`config.mk`:
```
export PLATFORM = sky130hd
export DESIGN_NAME = delimited_command_frame_parser
export DESIGN_NICKNAME = d
export VERILOG_FILES = /design/src/rtl/core/dcfp_pkg.sv /design/src/rtl/core/dcfp_fifo.sv /design/src/rtl/core/dcfp_front.sv /design/src/rtl/core/dcfp_back.sv /design/src/rtl/core/delimited_command_frame_parser.sv
export SDC_FILE = /design/constraint.sdc
export NUM_CORES = 1
export LEC_CHECK = 0
export ABC_AREA = 0
export BUFFER_PORTS_ARGS = -buffer_cell sky130_fd_sc_hd__buf_2
export CORE_MARGIN = 2
export CORE_UTILIZATION = 63
export CTS_BUF_LIST = sky130_fd_sc_hd__clkbuf_4
export DETAILED_ROUTE_END_ITERATION = 8
export PLACE_DENSITY = 0.92
export SYNTH_ARGS = -nofsm -noshare
export SYNTH_HDL_FRONTEND = slang
export SYNTH_SLANG_ARGS = --single-unit
```
`constraint.sdc`:
```
create_clock -name i_clk -period 6.85 [get_ports i_clk]
set_input_delay 0.685 -clock i_clk [delete_from_list [all_inputs] [get_ports i_clk]]
set_output_delay 0.685 -clock i_clk [all_outputs]
set_load 0.03 [all_outputs]
```
`src/rtl/core/dcfp_pkg.sv`:
```
// ---------------------------------------------------------------------------
// dcfp_pkg: shared types and constants of the command frame parser
// Token format between the framing front end and the field decoder, the
// result record, and the ASCII codes and limits used by the parser.
// ---------------------------------------------------------------------------
package dcfp_pkg;

    // ASCII codes
    localparam logic [7:0] CH_COLOR_OPEN  = 8'h3C; // '<'
    localparam logic [7:0] CH_COLOR_CLOSE = 8'h3E; // '>'
    localparam logic [7:0] CH_TONE_OPEN   = 8'h5B; // '['
    localparam logic [7:0] CH_TONE_CLOSE  = 8'h5D; // ']'
    localparam logic [7:0] CH_COMMA       = 8'h2C;
    localparam logic [7:0] CH_PLUS        = 8'h2B;
    localparam logic [7:0] CH_MINUS       = 8'h2D;
    localparam logic [7:0] CH_SPACE       = 8'h20;
    localparam logic [7:0] CH_TAB         = 8'h09;
    localparam logic [7:0] CH_CR          = 8'h0D;
    localparam logic [7:0] CH_ZERO        = 8'h30;
    localparam logic [7:0] CH_NINE        = 8'h39;
    localparam logic [7:0] CH_NUL         = 8'h00;

    localparam int MAG_W = 15;
    localparam int MS_W  = 13;

    localparam logic [MAG_W-1:0] MAG_SAT    = 15'd32767;
    localparam logic [MAG_W-1:0] LIM_COLOR  = 15'd255;
    localparam logic [MAG_W-1:0] LIM_FREQ   = 15'd20000;
    localparam logic [MAG_W-1:0] LIM_DUR    = 15'd5000;

    localparam logic [1:0] IDX_LAST_COLOR = 2'd2;
    localparam logic [1:0] IDX_LAST_TONE  = 2'd1;

    localparam logic CMD_COLOR = 1'b0;
    localparam logic CMD_TONE  = 1'b1;

    typedef enum logic [1:0] {
        TOK_OPEN  = 2'd0,
        TOK_BODY  = 2'd1,
        TOK_CLOSE = 2'd2
    } t_tok_kind;

    typedef enum logic [1:0] {
        PH_WS     = 2'd0,
        PH_SIGN   = 2'd1,
        PH_DIGITS = 2'd2,
        PH_DONE   = 2'd3
    } t_phase;

    typedef struct packed {
        t_tok_kind  kind;
        logic       tone;
        logic [7:0] data;
    } t_token;

    typedef struct packed {
        logic             command_kind;
        logic [7:0]       red;
        logic [7:0]       green;
        logic [7:0]       blue;
        logic [MAG_W-1:0] tone_hz;
        logic [MS_W-1:0]  tone_ms;
    } t_result;

endpackage

```
`src/rtl/core/dcfp_fifo.sv`:
```
// ---------------------------------------------------------------------------
// dcfp_fifo: small register queue
// Registered storage with full/empty flags; push and pop may happen in the
// same cycle.
// ---------------------------------------------------------------------------
module dcfp_fifo #(
    parameter int WIDTH = 8,
    parameter int DEPTH = 2
) (
    input  logic             i_clk,
    input  logic             i_rst_n,
    input  logic             i_push,
    input  logic [WIDTH-1:0] i_data,
    output logic             o_full,
    input  logic             i_pop,
    output logic [WIDTH-1:0] o_data,
    output logic             o_empty
);
    localparam int AW = (DEPTH > 1) ? $clog2(DEPTH) : 1;
    localparam int CW = $clog2(DEPTH + 1);

    logic [WIDTH-1:0] r_mem [DEPTH];
    logic [AW-1:0]    r_wr_ptr, n_wr_ptr;
    logic [AW-1:0]    r_rd_ptr, n_rd_ptr;
    logic [CW-1:0]    r_count, n_count;
    logic             w_do_push, w_do_pop;

    assign o_full    = (r_count == CW'(DEPTH));
    assign o_empty   = (r_count == '0);
    assign w_do_push = i_push && !o_full;
    assign w_do_pop  = i_pop && !o_empty;
    assign o_data    = r_mem[r_rd_ptr];

    always_comb begin
        n_wr_ptr = r_wr_ptr;
        n_rd_ptr = r_rd_ptr;
        n_count  = r_count;
        if (w_do_push) begin
            n_wr_ptr = (r_wr_ptr == AW'(DEPTH - 1)) ? '0 : r_wr_ptr + 1'b1;
        end
        if (w_do_pop) begin
            n_rd_ptr = (r_rd_ptr == AW'(DEPTH - 1)) ? '0 : r_rd_ptr + 1'b1;
        end
        if (w_do_push && !w_do_pop) begin
            n_count = r_count + 1'b1;
        end else if (!w_do_push && w_do_pop) begin
            n_count = r_count - 1'b1;
        end
    end

    always_ff @(posedge i_clk) begin
        if (!i_rst_n) begin
            r_wr_ptr <= '0;
            r_rd_ptr <= '0;
            r_count  <= '0;
        end else begin
            r_wr_ptr <= n_wr_ptr;
            r_rd_ptr <= n_rd_ptr;
            r_count  <= n_count;
        end
    end

    always_ff @(posedge i_clk) begin
        if (w_do_push) begin
            r_mem[r_wr_ptr] <= i_data;
        end
    end

endmodule

```
`src/rtl/core/dcfp_front.sv`:
```
// ---------------------------------------------------------------------------
// dcfp_front: frame tracker
// Finds openers and closers, counts body bytes and turns accepted frame bytes
// into open, body or close tokens for the decoder.
// ---------------------------------------------------------------------------
module dcfp_front #(
    parameter int BUFFER_BYTES = 32
) (
    input  logic            i_clk,
    input  logic            i_rst_n,
    input  logic            i_valid,
    input  logic [7:0]      i_byte,
    output logic            o_tok_push,
    output dcfp_pkg::t_token o_tok
);
    localparam int CW = $clog2(BUFFER_BYTES);

    logic          r_in_frame, n_in_frame;
    logic          r_tone, n_tone;
    logic [CW-1:0] r_count, n_count;
    logic [7:0]    w_closer;

    assign w_closer = r_tone ? dcfp_pkg::CH_TONE_CLOSE : dcfp_pkg::CH_COLOR_CLOSE;

    always_comb begin
        n_in_frame    = r_in_frame;
        n_tone        = r_tone;
        n_count       = r_count;
        o_tok_push    = 1'b0;
        o_tok.kind    = dcfp_pkg::TOK_BODY;
        o_tok.tone    = r_tone;
        o_tok.data    = i_byte;
        if (i_valid) begin
            if (i_byte == dcfp_pkg::CH_COLOR_OPEN || i_byte == dcfp_pkg::CH_TONE_OPEN) begin
                n_in_frame = 1'b1;
                n_tone     = (i_byte == dcfp_pkg::CH_TONE_OPEN);
                n_count    = '0;
                o_tok_push = 1'b1;
                o_tok.kind = dcfp_pkg::TOK_OPEN;
                o_tok.tone = (i_byte == dcfp_pkg::CH_TONE_OPEN);
            end else if (r_in_frame) begin
                if (i_byte == w_closer) begin
                    n_in_frame = 1'b0;
                    o_tok_push = 1'b1;
                    o_tok.kind = dcfp_pkg::TOK_CLOSE;
                end else if (r_count != CW'(BUFFER_BYTES - 1)) begin
                    n_count    = r_count + 1'b1;
                    o_tok_push = 1'b1;
                end else begin
                    // body overflow: drop the frame, decoder is reset by next opener
                    n_in_frame = 1'b0;
                end
            end
        end
    end

    always_ff @(posedge i_clk) begin
        if (!i_rst_n) begin
            r_in_frame <= 1'b0;
            r_tone     <= 1'b0;
            r_count    <= '0;
        end else begin
            r_in_frame <= n_in_frame;
            r_tone     <= n_tone;
            r_count    <= n_count;
        end
    end

endmodule

```
`src/rtl/core/dcfp_back.sv`:
```
// ---------------------------------------------------------------------------
// dcfp_back: field decoder
// Runs the %d field decode one byte per token, keeps the clamped fields and
// builds a result when a well-formed frame closes and no tone field is zero.
// ---------------------------------------------------------------------------
module dcfp_back (
    input  logic              i_clk,
    input  logic              i_rst_n,
    input  logic              i_tok_valid,
    input  dcfp_pkg::t_token  i_tok,
    output logic              o_res_push,
    output dcfp_pkg::t_result o_res
);
    localparam int MW = dcfp_pkg::MAG_W;
    localparam int SW = dcfp_pkg::MS_W;

    function automatic logic [MW-1:0] clamp_field(
        input logic [MW-1:0] mag,
        input logic          neg,
        input logic [MW-1:0] lim
    );
        logic [MW-1:0] v;
        v = neg ? '0 : ((mag > lim) ? lim : mag);
        return v;
    endfunction

    logic             r_tone, n_tone;
    logic [1:0]       r_idx, n_idx;
    dcfp_pkg::t_phase r_phase, n_phase;
    logic             r_neg, n_neg;
    logic [MW-1:0]    r_mag, n_mag;
    logic             r_fail, n_fail;
    logic [MW-1:0]    r_first, n_first;
    logic [SW-1:0]    r_second, n_second;

    logic [7:0]    w_c;
    logic          w_digit, w_ws, w_handled;
    logic [1:0]    w_last;
    logic [18:0]   w_prod;
    logic [MW-1:0] w_lim0, w_lim1, w_lim_last, w_fin, w_clamp0, w_clamp1;
    logic          w_ok;

    assign w_c     = i_tok.data;
    assign w_digit = (w_c >= dcfp_pkg::CH_ZERO) && (w_c <= dcfp_pkg::CH_NINE);
    assign w_ws    = (w_c == dcfp_pkg::CH_SPACE) ||
                     ((w_c >= dcfp_pkg::CH_TAB) && (w_c <= dcfp_pkg::CH_CR));
    assign w_last  = r_tone ? dcfp_pkg::IDX_LAST_TONE : dcfp_pkg::IDX_LAST_COLOR;
    assign w_prod  = {4'b0, r_mag} * 19'd10 + {15'b0, w_c[3:0]};

    assign w_lim0     = r_tone ? dcfp_pkg::LIM_FREQ : dcfp_pkg::LIM_COLOR;
    assign w_lim1     = r_tone ? dcfp_pkg::LIM_DUR  : dcfp_pkg::LIM_COLOR;
    assign w_lim_last = r_tone ? w_lim1 : dcfp_pkg::LIM_COLOR;
    assign w_clamp0   = clamp_field(r_mag, r_neg, w_lim0);
    assign w_clamp1   = clamp_field(r_mag, r_neg, w_lim1);
    assign w_fin      = clamp_field(r_mag, r_neg, w_lim_last);
    assign w_ok       = !r_fail && ((r_phase == dcfp_pkg::PH_DONE) ||
                        (r_phase == dcfp_pkg::PH_DIGITS && r_idx == w_last));

    always_comb begin
        n_tone     = r_tone;
        n_idx      = r_idx;
        n_phase    = r_phase;
        n_neg      = r_neg;
        n_mag      = r_mag;
        n_fail     = r_fail;
        n_first    = r_first;
        n_second   = r_second;
        w_handled  = 1'b0;
        o_res_push = 1'b0;
        o_res      = '0;

        if (i_tok_valid) begin
            case (i_tok.kind)
                dcfp_pkg::TOK_OPEN, dcfp_pkg::TOK_CLOSE: begin
                    if (i_tok.kind == dcfp_pkg::TOK_CLOSE && w_ok) begin
                        if (!r_tone) begin
                            o_res_push         = 1'b1;
                            o_res.command_kind = dcfp_pkg::CMD_COLOR;
                            o_res.red          = r_first[7:0];
                            o_res.green        = r_second[7:0];
                            o_res.blue         = w_fin[7:0];
                        end else if (r_first != '0 && w_fin != '0) begin
                            o_res_push         = 1'b1;
                            o_res.command_kind = dcfp_pkg::CMD_TONE;
                            o_res.tone_hz      = r_first;
                            o_res.tone_ms      = w_fin[SW-1:0];
                        end
                    end
                    if (i_tok.kind == dcfp_pkg::TOK_OPEN) begin
                        n_tone = i_tok.tone;
                    end
                    n_idx    = '0;
                    n_phase  = dcfp_pkg::PH_WS;
                    n_neg    = 1'b0;
                    n_mag    = '0;
                    n_fail   = 1'b0;
                    n_first  = '0;
                    n_second = '0;
                end
                dcfp_pkg::TOK_BODY: begin
                    if (!r_fail && r_phase != dcfp_pkg::PH_DONE) begin
                        if (w_c == dcfp_pkg::CH_NUL) begin
                            // NUL ends the text
                            if (r_phase == dcfp_pkg::PH_DIGITS && r_idx == w_last) begin
                                n_phase = dcfp_pkg::PH_DONE;
                            end else begin
                                n_fail = 1'b1;
                            end
                        end else begin
                            if (r_phase == dcfp_pkg::PH_WS) begin
                                if (w_ws) begin
                                    w_handled = 1'b1;
                                end else if (w_c == dcfp_pkg::CH_PLUS ||
                                             w_c == dcfp_pkg::CH_MINUS) begin
                                    n_neg     = (w_c == dcfp_pkg::CH_MINUS);
                                    n_phase   = dcfp_pkg::PH_SIGN;
                                    w_handled = 1'b1;
                                end
                            end
                            if (!w_handled && (r_phase == dcfp_pkg::PH_WS ||
                                               r_phase == dcfp_pkg::PH_SIGN)) begin
                                if (!w_digit) begin
                                    n_fail    = 1'b1;
                                    w_handled = 1'b1;
                                end else begin
                                    n_phase = dcfp_pkg::PH_DIGITS;
                                end
                            end
                            if (!w_handled) begin
                                if (w_digit) begin
                                    n_mag = (w_prod > {4'b0, dcfp_pkg::MAG_SAT}) ?
                                            dcfp_pkg::MAG_SAT : w_prod[MW-1:0];
                                end else if (r_idx == w_last) begin
                                    n_phase = dcfp_pkg::PH_DONE;
                                end else if (w_c != dcfp_pkg::CH_COMMA) begin
                                    n_fail = 1'b1;
                                end else begin
                                    if (r_idx == 2'd0) begin
                                        n_first = w_clamp0;
                                    end else begin
                                        n_second = w_clamp1[SW-1:0];
                                    end
                                    n_idx   = r_idx + 1'b1;
                                    n_phase = dcfp_pkg::PH_WS;
                                    n_neg   = 1'b0;
                                    n_mag   = '0;
                                end
                            end
                        end
                    end
                end
                default: begin
                end
            endcase
        end
    end

    always_ff @(posedge i_clk) begin
        if (!i_rst_n) begin
            r_tone   <= 1'b0;
            r_idx    <= '0;
            r_phase  <= dcfp_pkg::PH_WS;
            r_neg    <= 1'b0;
            r_mag    <= '0;
            r_fail   <= 1'b0;
            r_first  <= '0;
            r_second <= '0;
        end else begin
            r_tone   <= n_tone;
            r_idx    <= n_idx;
            r_phase  <= n_phase;
            r_neg    <= n_neg;
            r_mag    <= n_mag;
            r_fail   <= n_fail;
            r_first  <= n_first;
            r_second <= n_second;
        end
    end

endmodule

```
`src/rtl/core/delimited_command_frame_parser.sv`:
```
// Result path: a closing byte is queued as a close token when it is
//   transferred; the decoder pops that token once the output queue has
//   room and writes the result into the output queue.
// Throughput: one byte per cycle while full is low; both 2-entry queues let
//   each side stall on its own.
// Reset (synchronous, active low): no frame open, decoder cleared, queues empty.
// ---------------------------------------------------------------------------
// delimited_command_frame_parser: serial color/tone command frame parser
// Frame tracker feeds tokens through a short queue to the field decoder,
// whose results wait in an output queue.
// ---------------------------------------------------------------------------
module delimited_command_frame_parser #(
    parameter int BUFFER_BYTES = 32
) (
    input  logic        i_clk,
    input  logic        i_rst_n,
    input  logic        push,
    output logic        full,
    input  logic [7:0]  i_byte_in,
    output logic        empty,
    input  logic        pop,
    output logic        o_command_kind,
    output logic [7:0]  o_red,
    output logic [7:0]  o_green,
    output logic [7:0]  o_blue,
    output logic [14:0] o_tone_hz,
    output logic [12:0] o_tone_ms
);
    localparam int TOK_W = $bits(dcfp_pkg::t_token);
    localparam int RES_W = $bits(dcfp_pkg::t_result);

    logic              w_accept;
    logic              w_tok_push, w_tok_full, w_tok_empty, w_tok_pop;
    dcfp_pkg::t_token  w_tok_in, w_tok_out;
    logic              w_res_push, w_res_full;
    dcfp_pkg::t_result w_res_in, w_res_out;
    logic [TOK_W-1:0]  w_tok_out_bits;
    logic [RES_W-1:0]  w_res_out_bits;

    assign full     = w_tok_full;
    assign w_accept = push && !w_tok_full;

    dcfp_front #(
        .BUFFER_BYTES (BUFFER_BYTES)
    ) u_front (
        .i_clk      (i_clk),
        .i_rst_n    (i_rst_n),
        .i_valid    (w_accept),
        .i_byte     (i_byte_in),
        .o_tok_push (w_tok_push),
        .o_tok      (w_tok_in)
    );

    dcfp_fifo #(
        .WIDTH (TOK_W),
        .DEPTH (2)
    ) u_tok_q (
        .i_clk   (i_clk),
        .i_rst_n (i_rst_n),
        .i_push  (w_tok_push),
        .i_data  (w_tok_in),
        .o_full  (w_tok_full),
        .i_pop   (w_tok_pop),
        .o_data  (w_tok_out_bits),
        .o_empty (w_tok_empty)
    );

    assign w_tok_out = dcfp_pkg::t_token'(w_tok_out_bits);
    // decoder advances only when a result, if any, has room
    assign w_tok_pop = !w_tok_empty && !w_res_full;

    dcfp_back u_back (
        .i_clk       (i_clk),
        .i_rst_n     (i_rst_n),
        .i_tok_valid (w_tok_pop),
        .i_tok       (w_tok_out),
        .o_res_push  (w_res_push),
        .o_res       (w_res_in)
    );

    dcfp_fifo #(
        .WIDTH (RES_W),
        .DEPTH (2)
    ) u_res_q (
        .i_clk   (i_clk),
        .i_rst_n (i_rst_n),
        .i_push  (w_res_push),
        .i_data  (w_res_in),
        .o_full  (w_res_full),
        .i_pop   (pop),
        .o_data  (w_res_out_bits),
        .o_empty (empty)
    );

    assign w_res_out      = dcfp_pkg::t_result'(w_res_out_bits);
    assign o_command_kind = w_res_out.command_kind;
    assign o_red          = w_res_out.red;
    assign o_green        = w_res_out.green;
    assign o_blue         = w_res_out.blue;
    assign o_tone_hz      = w_res_out.tone_hz;
    assign o_tone_ms      = w_res_out.tone_ms;

endmodule

```
==> reports/results.txt <==
Worst EP required - 7.12 ns
Avg WL per Cell - 16.8 µm
CTS tree - built
Worst Hold Class - input port to register
MaxCap Viol Count - 0
Gr usage total - 23.7%
EDFF count, synth - 128
Mapped Cells - 886
TNS Setup - 0 ns
Total CTS buffers - 17
Period utilization - 62.4%
Min cycle time layout - 4.27 ns
Endpoint type of the worst setup path - register
Max VDD drop - 0.113 mV
Vias in the first global route - 6718
Postcts setup bufs - 0
Reg-to-Reg Start - u_back.r_tone$_SDFFE_PN0P_
Cell row count - 45
Outcome - completed
Max Root-Sink Buffers - 2
# H-tree levels - 4
Leak - 3.58 nW
Vert. Die Dim - 130 µm
Slew of the pin with the lowest slew margin - 1.02 ns
Fin. max-slew vios - 0
Die W - 130 µm
Vias per cell - 6.09
Number of port buffers - 66
Initial antenna violation count - 1
Nets - 1005
CP Launch Type - register
Dpl hpwl - 13900 µm
Worst Reg-to-Reg Cells - 10
Antenna Nets Post-Route - 0
Boundary pin count - 67
Critical R2R Capture - u_res_q.r_mem[1][51]$_DFFE_PP_
P per Cell Area - 192 mW/mm²
Flop-to-flop setup slack - 2.58 ns
Final routed DRC violation total - 0
First-pass GRT wire length - 31700 µm
Largest net degree at the start of global routing - 54
Synthesized area - 0.00995 mm²
Average size of a mapped cell - 11.2 µm²
GPL Wtd Cong - 0.920
Slew margin rel. - 32.0%
Share of layout cells above drive strength 1 - 21.7%
Post_cts resized - 0
Area growth, synth to finish - 7.55%
CTS sink cnt - 190
Setup Viol. Count Final - 0
Flops & latches, synth - 190
Yosys cell types - 81
Filler Cell Count - 1091
Root buffer cell - clkbuf_4
CP Launch Point - u_back.r_tone$_SDFFE_PN0P_
Post-Route WL - 19600 µm
Number of DRC markers in iteration 0 - 687
Clock-pin slew on the worst setup and hold paths - 0.15 ns
Cts hold-fix bufs - 0
Part of the Yosys area used for sequential elements - 51.1%
RSZ-0062 raised after global routing - no
Crit Path Max Fanout - 53
Synth Flop Type - edfxtp_1
Worst setup endpoint - u_res_q.r_mem[1][51]$_DFFE_PP_
Critical path arrival - 4.54 ns
Sequential Area - 0.00509 mm²
TritonRoute pass-1 iters - 5
Final Skew - 0.0293 ns
Fmax - 234 MHz
Remaining Overflow, GRT - 0
Setup Crit Path Kind - register to register
Later-pin clock latency in the skew report - 0.60 ns
Power Total - 2.05 mW
Initial Util - 64.9%
Core area - 0.0153 mm²
Synth Warn # - 0
Final Hold Fails - 0
Via count - 7111
Area of the multi-input gates - 0.00460 mm²
DIE AREA - 0.0168 mm²
Async SR Flop Fraction - 0%
Syn_nets - 948
layout make-up:
type,instances,area share (%)
antenna,1,0.0234
sequential,190,47.5
multi-input combinational,635,43.0
inverter,26,0.912
tap,211,2.47
clock inverter,15,1.24
timing repair buffer,73,3.58
clock buffer,17,1.19
power by group:
part / switching [mW] / total, mW / internal, mW
clock network: 0.398 / 0.553 / 0.156
logic: 0.153 / 0.239 / 0.0857
registers: 0.0312 / 1.26 / 1.23
cells in the final DEF, fill, tap and decap left out, types with 12 or more instances in the layout:
cell      Yosys  routed
ha_1         48      48
nor4_1       13      13
nor3_1       12      12
dfxtp_1      62      61
inv_1        26      26
mux2_2       55      55
nor2_1       60      60
o21ai_0      44      44
and2_4       15      15
buf_2         6      66
clkbuf_4      0      17
a21oi_1      61      61
nand2_1      60      60
mux2i_1      24      24
or3_1        14      14
and2_1       26      25
xor2_1       12      12
edfxtp_1    128     128
Yosys cell counts (all sizes together), types with 7 or more instances:
cell type	n	share of area, %
a311oi	9	0.86
nand2	61	2.3
dfxtp	62	12
ha	48	6.0
xnor2	8	0.70
nor3	15	0.97
a21o	7	0.53
nor4	13	0.82
nand3	11	0.55
xor2	12	1.1
o21a	8	0.60
inv	26	0.98
mux2	55	6.2
and3	7	0.44
or3	14	0.88
or2	10	0.63
o21ai	51	2.7
edfxtp	128	39
a211oi	12	1.1
a21oi	62	3.2
nor2	60	2.3
nand2b	8	0.50
nor3b	7	0.53
and2	41	3.0
nor2b	12	0.75
buf	14	0.91
clkbuf	21	0.79
mux2i	24	2.4
worst max-delay path, stage by stage (launching register included):
cell      delay (ns)
dfxtp_1         0.70
inv_1           0.49
ha_1            0.45
a211o_1         0.29
a2111o_1        0.45
o21a_1          0.21
o21a_1          0.22
o31ai_4         0.38
a21oi_2         0.16
and2_2          0.23
buf_4           0.32
routing by layer:
layer  GRT usage [%]  vias up  part of all wire (%)
li1                -     3446                     -
met1            29.8     3403                    44
met2            40.6      212                    49
met3            4.54       50                   4.7
met4            9.17        0                   2.7
met5               0        -                     0
sequential cells by signal (all words and copies together), names as in the netlist, 5 cells and up, named ones only:
signal           count
u_back.r_mag        15
u_back.r_second      8
u_front.r_count      5
u_back.r_first      15
u_tok_q.r_mem       22
u_res_q.r_mem      106
worst min-delay path by stage:
stage                                          startpoint                              end  slack [ns]  cells after the start
final                                        i_byte_in[5]    u_tok_q.r_mem[0][5]$_DFFE_PP_        0.30                      1
after CTS                                    i_byte_in[5]    u_tok_q.r_mem[0][5]$_DFFE_PP_        0.27                      1
after global routing                         i_byte_in[4]    u_tok_q.r_mem[1][4]$_DFFE_PP_        0.28                      1
after detailed placement  u_back.r_second[6]$_SDFFE_PN0P_  u_back.r_second[6]$_SDFFE_PN0P_        0.44                      2
after floorplan           u_back.r_second[0]$_SDFFE_PN0P_  u_back.r_second[0]$_SDFFE_PN0P_        0.43                      2
after global placement    u_back.r_second[6]$_SDFFE_PN0P_  u_back.r_second[6]$_SDFFE_PN0P_        0.44                      2
cell families after synthesis:
group                    Yosys count  share of synthesized area, %
AND/OR/NAND/NOR                  286                          15.8
AO/OA/AOI/OAI                    200                          13.5
flip-flops                       190                          51.1
multiplexers                      79                          8.64
buffers and inverters             61                          2.68
adder cells (fa/ha/maj)           50                          6.44
XOR/XNOR                          20                          1.76
through the flow:
stage	worst slack (ns)	hold WS, ns	instances	instance area (µm²)	util [%]
floorplan	1.33	0.427	886	9950	-
global placement	2.68	0.436	1135	10400	68.1
detailed placement	2.62	0.444	1135	10400	68.1
CTS	2.58	0.271	1167	10700	69.8
global route	2.30	0.275	1168	10700	69.8
finish	2.58	0.296	1168	10700	69.8
Note: power is estimated with default switching activity, not from simulation.
